==> src/hdl/cpos_pkg.sv <==
`default_nettype none

package cpos_pkg;

    // vertex limit per polygon
    localparam int MAX_VERTS_DEF = 8;

    // coordinate, edge delta, product and projection widths
    localparam int COORD_W = 16;
    localparam int DELTA_W = COORD_W + 1;
    localparam int PROD_W  = DELTA_W + COORD_W;
    localparam int PROJ_W  = PROD_W + 1;

    // result status codes
    localparam logic [1:0] STATUS_OK       = 2'd0;
    localparam logic [1:0] STATUS_OVERFLOW = 2'd1;
    localparam logic [1:0] STATUS_EMPTY    = 2'd2;

endpackage

`default_nettype wire

==> src/hdl/cpos_ram.sv <==
`default_nettype none

module cpos_ram #(
    parameter int WIDTH = 32,
    parameter int DEPTH = 16
) (
    input  wire logic                     clk,
    input  wire logic                     we,
    input  wire logic                     re,
    input  wire logic [$clog2(DEPTH)-1:0] addr,
    input  wire logic [WIDTH-1:0]         wdata,
    output logic      [WIDTH-1:0]         rdata
);

    logic [WIDTH-1:0] mem [DEPTH];

    // single port, registered read, read data holds when idle
    always_ff @(posedge clk)
    begin
        if (we)
        begin
            mem[addr] <= wdata;
        end
        if (re)
        begin
            rdata <= mem[addr];
        end
    end

endmodule

`default_nettype wire

==> src/hdl/convex_polygon_overlap_sat_core.sv <==
`default_nettype none

// Separating axis overlap test for two convex polygons with signed 16-bit
// integer vertices. Vertices come in one item per cycle while the block is
// idle, each tagged with its polygon, and are kept in arrival order in a
// single-port vertex RAM of 2*MAX_VERTS entries; a vertex for a polygon that
// is already full is dropped and flagged. The item with last_vertex set stores
// its vertex and starts the test, during which in_ready is low. For every edge
// of both polygons the normal (dy, -dx) is formed from two RAM reads, then
// every vertex of both polygons is projected on it exactly (dy*x - dx*y) with
// one shared 17x16 signed multiplier used twice per vertex, so each projection
// runs as RAM read, two multiplies, then subtract and min/max update. The test
// stops at the first separating axis. An overflow or empty polygon is reported
// without running the test. The result sits in an output register, and
// vertices for the next pair may be loaded while it waits to be taken.
// Touching intervals count as overlapping; an overflow status wins over an
// empty one and forces overlap 0.
module convex_polygon_overlap_sat_core #(
    parameter int MAX_VERTS = cpos_pkg::MAX_VERTS_DEF
) (
    input  wire logic                                clk,
    input  wire logic                                rst_n,
    // vertex items
    input  wire logic                                in_valid,
    output logic                                     in_ready,
    input  wire logic                                polygon_select,
    input  wire logic signed [cpos_pkg::COORD_W-1:0] vertex_x,
    input  wire logic signed [cpos_pkg::COORD_W-1:0] vertex_y,
    input  wire logic                                last_vertex,
    // result items
    output logic                                     out_valid,
    input  wire logic                                out_ready,
    output logic                                     overlap,
    output logic             [1:0]                   status
);

    localparam int DEPTH  = 2 * MAX_VERTS;
    localparam int ADDR_W = $clog2(DEPTH);
    localparam int IDX_W  = $clog2(MAX_VERTS);
    localparam int CNT_W  = $clog2(MAX_VERTS + 1);
    localparam int CW     = cpos_pkg::COORD_W;
    localparam int DW     = cpos_pkg::DELTA_W;
    localparam int PW     = cpos_pkg::PROD_W;
    localparam int JW     = cpos_pkg::PROJ_W;

    typedef enum logic [3:0] {
        S_IDLE,
        S_CHECK,
        S_EDGE_RD0,
        S_EDGE_RD1,
        S_EDGE_D,
        S_P_RD,
        S_P_M1,
        S_P_M2,
        S_P_UPD,
        S_CMP,
        S_EMIT
    } state_t;

    state_t                  state_reg, state_next;
    logic [CNT_W-1:0]        cnt_reg [2];
    logic [CNT_W-1:0]        cnt_next [2];
    logic                    ovf_reg, ovf_next;
    logic                    edge_poly_reg, edge_poly_next;
    logic [IDX_W-1:0]        edge_idx_reg, edge_idx_next;
    logic                    proj_poly_reg, proj_poly_next;
    logic [IDX_W-1:0]        proj_idx_reg, proj_idx_next;
    logic signed [CW-1:0]    xi_reg, xi_next;
    logic signed [CW-1:0]    yi_reg, yi_next;
    logic signed [DW-1:0]    dx_reg, dx_next;
    logic signed [DW-1:0]    dy_reg, dy_next;
    logic signed [PW-1:0]    prod_reg, prod_next;
    logic signed [PW-1:0]    acc_reg, acc_next;
    logic signed [JW-1:0]    lo_reg [2];
    logic signed [JW-1:0]    lo_next [2];
    logic signed [JW-1:0]    hi_reg [2];
    logic signed [JW-1:0]    hi_next [2];
    logic                    pend_overlap_reg, pend_overlap_next;
    logic [1:0]              pend_status_reg, pend_status_next;
    logic                    out_valid_reg, out_valid_next;
    logic                    overlap_reg, overlap_next;
    logic [1:0]              status_reg, status_next;

    // vertex RAM port
    logic                    ram_we;
    logic                    ram_re;
    logic                    addr_poly;
    logic [IDX_W-1:0]        addr_idx;
    logic [ADDR_W-1:0]       ram_addr;
    logic [2*CW-1:0]         ram_wdata;
    logic [2*CW-1:0]         ram_rdata;
    logic signed [CW-1:0]    rd_x;
    logic signed [CW-1:0]    rd_y;

    // shared multiplier
    logic signed [DW-1:0]    mul_a;
    logic signed [CW-1:0]    mul_b;
    logic signed [PW-1:0]    mul_res;

    // loop bookkeeping
    logic [CNT_W-1:0]        sel_cnt;
    logic [CNT_W-1:0]        edge_cnt;
    logic [CNT_W-1:0]        edge_inc;
    logic                    edge_wrap;
    logic [IDX_W-1:0]        edge_nxt_idx;
    logic [CNT_W-1:0]        proj_cnt;
    logic [CNT_W-1:0]        proj_inc;
    logic                    proj_last;
    logic signed [JW-1:0]    proj;
    logic                    separated;
    logic                    out_free;

    cpos_ram #(
        .WIDTH (2 * CW),
        .DEPTH (DEPTH)
    ) u_vram (
        .clk   (clk),
        .we    (ram_we),
        .re    (ram_re),
        .addr  (ram_addr),
        .wdata (ram_wdata),
        .rdata (ram_rdata)
    );

    // second polygon sits above the first in the RAM
    assign ram_addr  = addr_poly ? ADDR_W'(MAX_VERTS) + ADDR_W'(addr_idx) : ADDR_W'(addr_idx);
    assign ram_wdata = {vertex_y, vertex_x};
    assign rd_x      = ram_rdata[CW-1:0];
    assign rd_y      = ram_rdata[2*CW-1:CW];

    // first pass multiplies dy*x, second pass dx*y, both from the held read data
    assign mul_a   = (state_reg == S_P_M1) ? dy_reg : dx_reg;
    assign mul_b   = (state_reg == S_P_M1) ? rd_x : rd_y;
    assign mul_res = PW'(mul_a) * PW'(mul_b);

    assign sel_cnt      = polygon_select ? cnt_reg[1] : cnt_reg[0];
    assign edge_cnt     = edge_poly_reg ? cnt_reg[1] : cnt_reg[0];
    assign edge_inc     = CNT_W'(edge_idx_reg) + CNT_W'(1);
    assign edge_wrap    = (edge_inc == edge_cnt);
    assign edge_nxt_idx = edge_wrap ? '0 : edge_inc[IDX_W-1:0];
    assign proj_cnt     = proj_poly_reg ? cnt_reg[1] : cnt_reg[0];
    assign proj_inc     = CNT_W'(proj_idx_reg) + CNT_W'(1);
    assign proj_last    = (proj_inc == proj_cnt);
    assign proj         = JW'(acc_reg) - JW'(prod_reg);
    // touching intervals are not separated
    assign separated    = (hi_reg[0] < lo_reg[1]) || (hi_reg[1] < lo_reg[0]);
    assign out_free     = !out_valid_reg || out_ready;

    assign in_ready  = (state_reg == S_IDLE);
    assign out_valid = out_valid_reg;
    assign overlap   = overlap_reg;
    assign status    = status_reg;

    always_comb
    begin
        state_next        = state_reg;
        cnt_next          = cnt_reg;
        ovf_next          = ovf_reg;
        edge_poly_next    = edge_poly_reg;
        edge_idx_next     = edge_idx_reg;
        proj_poly_next    = proj_poly_reg;
        proj_idx_next     = proj_idx_reg;
        xi_next           = xi_reg;
        yi_next           = yi_reg;
        dx_next           = dx_reg;
        dy_next           = dy_reg;
        prod_next         = prod_reg;
        acc_next          = acc_reg;
        lo_next           = lo_reg;
        hi_next           = hi_reg;
        pend_overlap_next = pend_overlap_reg;
        pend_status_next  = pend_status_reg;
        out_valid_next    = out_valid_reg;
        overlap_next      = overlap_reg;
        status_next       = status_reg;
        ram_we            = 1'b0;
        ram_re            = 1'b0;
        addr_poly         = 1'b0;
        addr_idx          = '0;

        if (out_valid_reg && out_ready)
        begin
            out_valid_next = 1'b0;
        end

        case (state_reg)
            S_IDLE:
            begin
                addr_poly = polygon_select;
                addr_idx  = sel_cnt[IDX_W-1:0];
                if (in_valid)
                begin
                    // store the vertex, or drop it when its polygon is full
                    if (sel_cnt < CNT_W'(MAX_VERTS))
                    begin
                        ram_we                           = 1'b1;
                        cnt_next[int'(polygon_select)] = sel_cnt + CNT_W'(1);
                    end
                    else
                    begin
                        ovf_next = 1'b1;
                    end
                    if (last_vertex)
                    begin
                        state_next = S_CHECK;
                    end
                end
            end

            S_CHECK:
            begin
                pend_overlap_next = 1'b0;
                if (ovf_reg)
                begin
                    pend_status_next = cpos_pkg::STATUS_OVERFLOW;
                    state_next       = S_EMIT;
                end
                else if (cnt_reg[0] == '0 || cnt_reg[1] == '0)
                begin
                    pend_status_next = cpos_pkg::STATUS_EMPTY;
                    state_next       = S_EMIT;
                end
                else
                begin
                    pend_status_next = cpos_pkg::STATUS_OK;
                    edge_poly_next   = 1'b0;
                    edge_idx_next    = '0;
                    state_next       = S_EDGE_RD0;
                end
            end

            S_EDGE_RD0:
            begin
                ram_re     = 1'b1;
                addr_poly  = edge_poly_reg;
                addr_idx   = edge_idx_reg;
                state_next = S_EDGE_RD1;
            end

            S_EDGE_RD1:
            begin
                // start vertex arrives, read the end vertex
                ram_re     = 1'b1;
                addr_poly  = edge_poly_reg;
                addr_idx   = edge_nxt_idx;
                xi_next    = rd_x;
                yi_next    = rd_y;
                state_next = S_EDGE_D;
            end

            S_EDGE_D:
            begin
                dx_next        = DW'(rd_x) - DW'(xi_reg);
                dy_next        = DW'(rd_y) - DW'(yi_reg);
                proj_poly_next = 1'b0;
                proj_idx_next  = '0;
                state_next     = S_P_RD;
            end

            S_P_RD:
            begin
                ram_re     = 1'b1;
                addr_poly  = proj_poly_reg;
                addr_idx   = proj_idx_reg;
                state_next = S_P_M1;
            end

            S_P_M1:
            begin
                prod_next  = mul_res;
                state_next = S_P_M2;
            end

            S_P_M2:
            begin
                acc_next   = prod_reg;
                prod_next  = mul_res;
                state_next = S_P_UPD;
            end

            S_P_UPD:
            begin
                // each interval starts from its first projection
                if (proj_idx_reg == '0 || proj < lo_reg[int'(proj_poly_reg)])
                begin
                    lo_next[int'(proj_poly_reg)] = proj;
                end
                if (proj_idx_reg == '0 || proj > hi_reg[int'(proj_poly_reg)])
                begin
                    hi_next[int'(proj_poly_reg)] = proj;
                end
                if (proj_last)
                begin
                    if (!proj_poly_reg)
                    begin
                        proj_poly_next = 1'b1;
                        proj_idx_next  = '0;
                        state_next     = S_P_RD;
                    end
                    else
                    begin
                        state_next = S_CMP;
                    end
                end
                else
                begin
                    proj_idx_next = proj_inc[IDX_W-1:0];
                    state_next    = S_P_RD;
                end
            end

            S_CMP:
            begin
                if (separated)
                begin
                    pend_overlap_next = 1'b0;
                    state_next        = S_EMIT;
                end
                else if (edge_wrap)
                begin
                    if (!edge_poly_reg)
                    begin
                        edge_poly_next = 1'b1;
                        edge_idx_next  = '0;
                        state_next     = S_EDGE_RD0;
                    end
                    else
                    begin
                        // no axis of either polygon separates them
                        pend_overlap_next = 1'b1;
                        state_next        = S_EMIT;
                    end
                end
                else
                begin
                    edge_idx_next = edge_inc[IDX_W-1:0];
                    state_next    = S_EDGE_RD0;
                end
            end

            S_EMIT:
            begin
                if (out_free)
                begin
                    out_valid_next = 1'b1;
                    overlap_next   = pend_overlap_reg;
                    status_next    = pend_status_reg;
                    cnt_next[0]    = '0;
                    cnt_next[1]    = '0;
                    ovf_next       = 1'b0;
                    state_next     = S_IDLE;
                end
            end

            default:
            begin
                state_next = S_IDLE;
            end
        endcase
    end

    always_ff @(posedge clk or negedge rst_n)
    begin
        if (!rst_n)
        begin
            state_reg        <= S_IDLE;
            cnt_reg[0]       <= '0;
            cnt_reg[1]       <= '0;
            ovf_reg          <= 1'b0;
            edge_poly_reg    <= 1'b0;
            edge_idx_reg     <= '0;
            proj_poly_reg    <= 1'b0;
            proj_idx_reg     <= '0;
            xi_reg           <= '0;
            yi_reg           <= '0;
            dx_reg           <= '0;
            dy_reg           <= '0;
            prod_reg         <= '0;
            acc_reg          <= '0;
            lo_reg[0]        <= '0;
            lo_reg[1]        <= '0;
            hi_reg[0]        <= '0;
            hi_reg[1]        <= '0;
            pend_overlap_reg <= 1'b0;
            pend_status_reg  <= cpos_pkg::STATUS_OK;
            out_valid_reg    <= 1'b0;
            overlap_reg      <= 1'b0;
            status_reg       <= cpos_pkg::STATUS_OK;
        end
        else
        begin
            state_reg        <= state_next;
            cnt_reg          <= cnt_next;
            ovf_reg          <= ovf_next;
            edge_poly_reg    <= edge_poly_next;
            edge_idx_reg     <= edge_idx_next;
            proj_poly_reg    <= proj_poly_next;
            proj_idx_reg     <= proj_idx_next;
            xi_reg           <= xi_next;
            yi_reg           <= yi_next;
            dx_reg           <= dx_next;
            dy_reg           <= dy_next;
            prod_reg         <= prod_next;
            acc_reg          <= acc_next;
            lo_reg           <= lo_next;
            hi_reg           <= hi_next;
            pend_overlap_reg <= pend_overlap_next;
            pend_status_reg  <= pend_status_next;
            out_valid_reg    <= out_valid_next;
            overlap_reg      <= overlap_next;
            status_reg       <= status_next;
        end
    end

endmodule

`default_nettype wire

==> config.mk <==
export PLATFORM = sky130hd
export DESIGN_NAME = convex_polygon_overlap_sat_core
export DESIGN_NICKNAME = d
export VERILOG_FILES = /design/src/hdl/cpos_pkg.sv /design/src/hdl/cpos_ram.sv /design/src/hdl/convex_polygon_overlap_sat_core.sv
export SDC_FILE = /design/constraint.sdc
export NUM_CORES = 2
export LEC_CHECK = 0
export BUFFER_PORTS_ARGS = -buffer_cell sky130_fd_sc_hd__buf_2
export CAP_MARGIN = 20
export CORE_MARGIN = 4
export CORE_UTILIZATION = 35
export CTS_BUF_LIST = sky130_fd_sc_hd__clkbuf_2
export DETAILED_ROUTE_END_ITERATION = 6
export GPL_TIMING_DRIVEN = 0
export REMOVE_ABC_BUFFERS = 1
export SLEW_MARGIN = 20
export SYNTH_ARGS = -nofsm -noshare
export SYNTH_HDL_FRONTEND = slang
export SYNTH_SLANG_ARGS = --single-unit
==> constraint.sdc <==
create_clock -name clk -period 11.45 [get_ports clk]
set_clock_uncertainty 0.1 [all_clocks]
set_input_delay 2.29 -clock clk [delete_from_list [all_inputs] [get_ports clk]]
set_output_delay 2.29 -clock clk [all_outputs]
set_load 0.1 [all_outputs]
After elaboration in Yosys (flattened, before gate mapping)
Memories as Yosys holds them, arrays and structs flattened. A register that Yosys moved wholly into a read port is not among the register bits.
Index checks and enable logic that the tools add are counted.
- bits in registers: 296
- bits in latches: 0
- bits in writable memories: 512
- memory bits (read-only): 0
- logic and storage cells: 171
- memories kept: 1
- memory list (name ; words ; width ; rd ports ; clocked after memory_dff ; wr ports ; RTL line ; text):
    u_vram.mem ; 16 ; 32 ; 1 ; 1 ; 1 ; cpos_ram.sv:15 ; logic [WIDTH-1:0] mem [DEPTH];
- add/sub/neg operators: 7
- multipliers: 1
- divide/modulo/power cells: 0
- order comparisons: 9
- equal/unequal tests: 26
- shift-type cells: 0
- muxes and demuxes: 72
- bitwise logic cells: 2
- reductions and logical operators: 30
- operators by type and width (cell ; count):
    $mux 34 ; 7
    $bwmux 68 ; 2
    $lt 34x34->1 ; 3
    $ge 32x2->1 const B ; 2
    $lt 32x1->1 const B ; 2
    $not 1->32 ; 2
    $mux 4 ; 15
    $pmux 4 s11 ; 1
    $demux 34 s1 ; 1
    $gt 34x34->1 ; 1
    $sub 16x16->17 ; 2
    $sub 33x33->34 ; 1
    $mul 17x16->33 ; 1
    $mux 3 ; 8
    $mux 8 ; 3
    $mux 1 ; 20
    $mux 17 ; 1
    $eq 4x3->1 const B ; 4
    $mux 16 ; 1
    $ne 2x2->1 const B ; 8
    $pmux 8 s2 ; 1
    $eq 4x4->1 const B ; 3
    $logic_not 4->1 ; 3
    $ne 3x3->1 const B ; 4
    other kinds (26) ; 51

Logic depth before layout (Yosys ltp)
- depth after elaboration: 9
- depth in mapped cells: 30
- mapped depth without buffers: 26

Cells and area by module
Synthesis repeated with hierarchy kept, for this count alone.
- cells, all modules: 3881
- area, all modules: 49173.4 µm²
- by module, submodules not included (module ; times used ; cells an instance ; area each (µm²) ; seq. area each (µm²)):
    convex_polygon_overlap_sat_core ; 1 ; 3041 ; 28989.1 ; 7407.1
    cpos_ram ; 1 ; 840 ; 20184.4 ; 16335.7

Worst setup path after synthesis
Ideal clock, no wire load.
- path kind: register to register
- start point: register state_reg[0]
- end point: register prod_reg[32]
- setup time: 0.137 ns
- arrival time: 7.596 ns
- setup slack: 3.617 ns
- stages on the path, launching flop included: 29
- path buffers: 4
- clock period less this slack: 7.833 ns
- cells stage by stage: dfrtp_1 > clkbuf_1 > nand2b_1 > nor2_1 > clkbuf_1 > buf_1 > mux2i_1 > nor2_1 > fa_1 > inv_1 > fa_1 > fa_1 > inv_1 > fa_1 > fa_1 > inv_1 > fa_1 > inv_1 > ha_1 > clkbuf_1 > a21oi_1 > o21ai_0 > a41o_1 > a311o_1 > o2111ai_1 > nand3_1 > a31oi_1 > xnor2_1 > a21oi_1
- longest elaborated chain between the ends: 3
- ends and longest elaborated chain (element ; RTL line ; text):
    from (decl) ; convex_polygon_overlap_sat_core.sv:60 ; state_t state_reg, state_next;
    from (signal assigned) ; convex_polygon_overlap_sat_core.sv:392 ; state_reg <= state_next;
    $eq 4x3->1 ; convex_polygon_overlap_sat_core.sv:132, convex_polygon_overlap_sat_core.sv:133, convex_polygon_overlap_sat_core.sv:186 ;
    $mux 17 / $mux 16 (equally long branches) ; convex_polygon_overlap_sat_core.sv:132, convex_polygon_overlap_sat_core.sv:133 ;
    $mul 17x16->33 ; convex_polygon_overlap_sat_core.sv:134 ; assign mul_res = PW'(mul_a) * PW'(mul_b);
    to (signal assigned) ; convex_polygon_overlap_sat_core.sv:403 ; prod_reg <= prod_next;
    to (decl) ; convex_polygon_overlap_sat_core.sv:72 ; logic signed [PW-1:0] prod_reg, prod_next;
Several ways; a longest one is shown, not always the timed one.
A chain may end at the register's enable or synchronous reset.

Worst setup path in the final report
- start point: register state_reg[1]
- end point: register prod_reg[30]
The elaborated chain is that of the path after synthesis.

==> results.toml <==
[detailed_routing]
m1WireLength_mm = 52.5
wl_met2_mm = 58.1
vias_per_cell = 5.03
detail-route-antenna-nets = 0
drt_iter0_markers = 1930
top_layer = "met5"
drc = 0
met3_length_mm = 6.72
wl_mm = 120
dr.pass1.iters = 5
route.vias.total = 33000
wl_per_cell_microns = 18.2

[clock_tree]
cts_setup_buffers = 0
clkTransAtPathRegs_ps = 110
clockBufferDepth = 3
postCtsHoldBufs = 0
cts_tree = "built"
clockRootBuffer = "clkbuf_2"
clk_latency_ps = 1650
post_cts_resized = 0
cts_made_buffers = 213
clock_sinks = 840
htree_levels = 4

[finish]
largest_reg_flops = 512
nets = 5122
finalNonFillerCells = 6573
area_growth_pct = 12.0
layout_commonest_cell = "nand2_1"
drive_gt1_share_pct = 15.0
layout_common_cells = "574 x nand2_1, 544 x edfxtp_1, 474 x inv_1"

[synthesis]
synth_top_family_by_area = "adder cells"
synth.avg_cell_area_sq_um = 11.6
synthAdderAreaFrac_pct = 18.4
yosysSeqAreaShare_pct = 47.6
synth_area_leaders = "edfxtp_1 33%, dfrtp_1 15%, fa_1 11%"
synth-seq-cells = 840
synth-simple-area-share_pct = 10.3
synth_compound_area_share_pct = 7.59
ys.flop_type = "edfxtp_1"
synth_cell_types = 76
synth_top_area_share_pct = 32.8
synth_area_sq_um = 49800
synth_edf_count = 544
ys_async_sr_fraction_pct = 35.2
synthCells = 4304
synth_area_leader_cell = "edfxtp_1"
synthXorXnorAreaFrac_pct = 1.69
synthMuxAreaShare_pct = 9.36
yosys_warnings = 0

[min_path]
min_to = "prod_reg[9]$_DFFE_PN0P_"
worst_hold_path_type = "flip-flop to flip-flop"
min_from = "prod_reg[9]$_DFFE_PN0P_"
whs_path_depth = 2

[worst_setup_path]
reg2reg_to = "prod_reg[30]$_DFFE_PN0P_"
rr_worst_depth = 27
r2r_setup_slack_ps = 1950
crit_path_start_kind = "flip-flop"
path_max_fanout = 25
crit_start = "state_reg[1]$_DFFE_PN0P_"
worst-setup-path-type = "flip-flop to flip-flop"
worstPathRequired_ps = 12800
worst_setup_path_end_kind = "flip-flop"
timing.rr.start = "state_reg[1]$_DFFE_PN0P_"
arrival_ps = 10860

[grt]
grt_pass1_wl_mm = 190
grt_start_max_net_pins = 89
grt_antenna_before_repair = 6
grt_pass1_vias = 33700
grt_use_total_pct = 16.3
grt_overflow = 0

[floorplanning]
die_x_microns = 385
num_rows = 138
num_io_pins = 43
die_h_microns = 385
core_region_area_sq_um = 142000
start_util_pct = 35.2
die-area_sq_um = 149000

[placed_design]
placed_cells = 6194
place.port_buffers = 42
hpwl_mm = 87.7
gp_congestion = 0.877

[timing]
drv_slew = 0
post-route-min-period_ps = 9500
max_freq_ghz = 0.105
fin_crit_sh_pct = 83.0
grt_setup_unrepaired = "no"
tns_ps = 0
tightest_slew_ps = 1140
hold_violations = 0
setup-violations-final = 0
slew_headroom_pct = 21.9

[run_status]
status = "completed"

[job]
maxCapViolations = 0
==> through the flow <==
| stage | util [%] | setup slack, ps | cell area, sq um | hold slack (ps) |
|---|---|---|---|---|
| after floorplan | - | 126 | 49100 | 342 |
| after global placement | 36.5 | -14000 | 51700 | 364 |
| after detailed placement | 38.0 | 2090 | 53800 | 368 |
| after CTS | 39.4 | 2060 | 55800 | 251 |
| after global routing | 39.4 | 1690 | 55800 | 338 |
| final | 39.4 | 1950 | 55800 | 382 |
==> worst max path at each step <==
stage                                        endpoint  slack, ps  depth (start not counted)
final                        prod_reg[30]$_DFFE_PN0P_       1950                         27
after global routing         prod_reg[30]$_DFFE_PN0P_       1690                         26
after CTS                    prod_reg[30]$_DFFE_PN0P_       2060                         27
after detailed placement     prod_reg[30]$_DFFE_PN0P_       2090                         27
after global placement    u_vram.mem[0][12]$_DFFE_PP_     -14000                          6
after floorplan            u_vram.mem[0][0]$_DFFE_PP_        130                          5
==> critical path: stages (launching register included) <==
cell	delay (ps)
dfrtp_1	780
nand2b_1	360
nor2_4	250
buf_12	210
buf_12	220
buf_12	210
mux2i_2	770
nor2_1	150
fa_1	600
inv_1	70
fa_1	470
fa_1	540
inv_1	50
fa_1	490
fa_1	530
inv_1	50
fa_1	470
inv_1	40
ha_1	380
and4_1	270
nand2_1	60
nor2_1	310
nor4b_1	970
o2111ai_1	390
a31oi_1	250
a21oi_1	100
xor2_1	140
o21ai_0	140
==> per-layer routing <==
layer | global-route usage (%) | vias to the layer above
met1 | 21.5 | 16400
met4 | 5.02 | 4
li1 | - | 15600
met5 | 0 | -
met2 | 26.9 | 815
met3 | 3.50 | 198
==> layout make-up <==
class	count	area (sq um)
sequential	840	23700
multi-input combinational	2832	24000
fill	13800	85800
clock buffer	307	1540
antenna	9	22.5
tap	1890	2360
inverter	474	1780
clock inverter	63	397
timing repair buffer	158	2000
==> synth_stat cells (9+ instances only) <==
master	n
a2111oi_0	9
a211oi_1	16
a21o_1	38
a21oi_1	202
a31oi_1	14
and3_1	15
buf_1	14
buf_2	27
clkbuf_1	108
dfrtp_1	296
edfxtp_1	544
fa_1	279
ha_1	286
inv_1	474
mux2_1	57
mux2_2	100
mux2i_1	140
mux4_1	15
mux4_2	49
nand2_1	576
nand2b_1	37
nand3_1	130
nand4_1	31
nor2_1	276
nor2b_1	21
nor3_1	43
nor4_1	10
o211ai_1	14
o21a_1	11
o21ai_0	192
o21bai_1	17
o221ai_1	35
o31ai_1	10
xnor2_1	60
xor2_1	36
==> kinds of logic after synthesis <==
kind of cell / Yosys count
buffers and inverters: 632
AO/OA/AOI/OAI: 621
AND/OR/NAND/NOR: 1189
adder cells (fa/ha/maj): 565
multiplexers: 361
XOR/XNOR: 96
flip-flops: 840
Power is left out: the tool's default activity adds up to more than one toggle a clock period on the data nets, which glitch-free logic cannot reach.
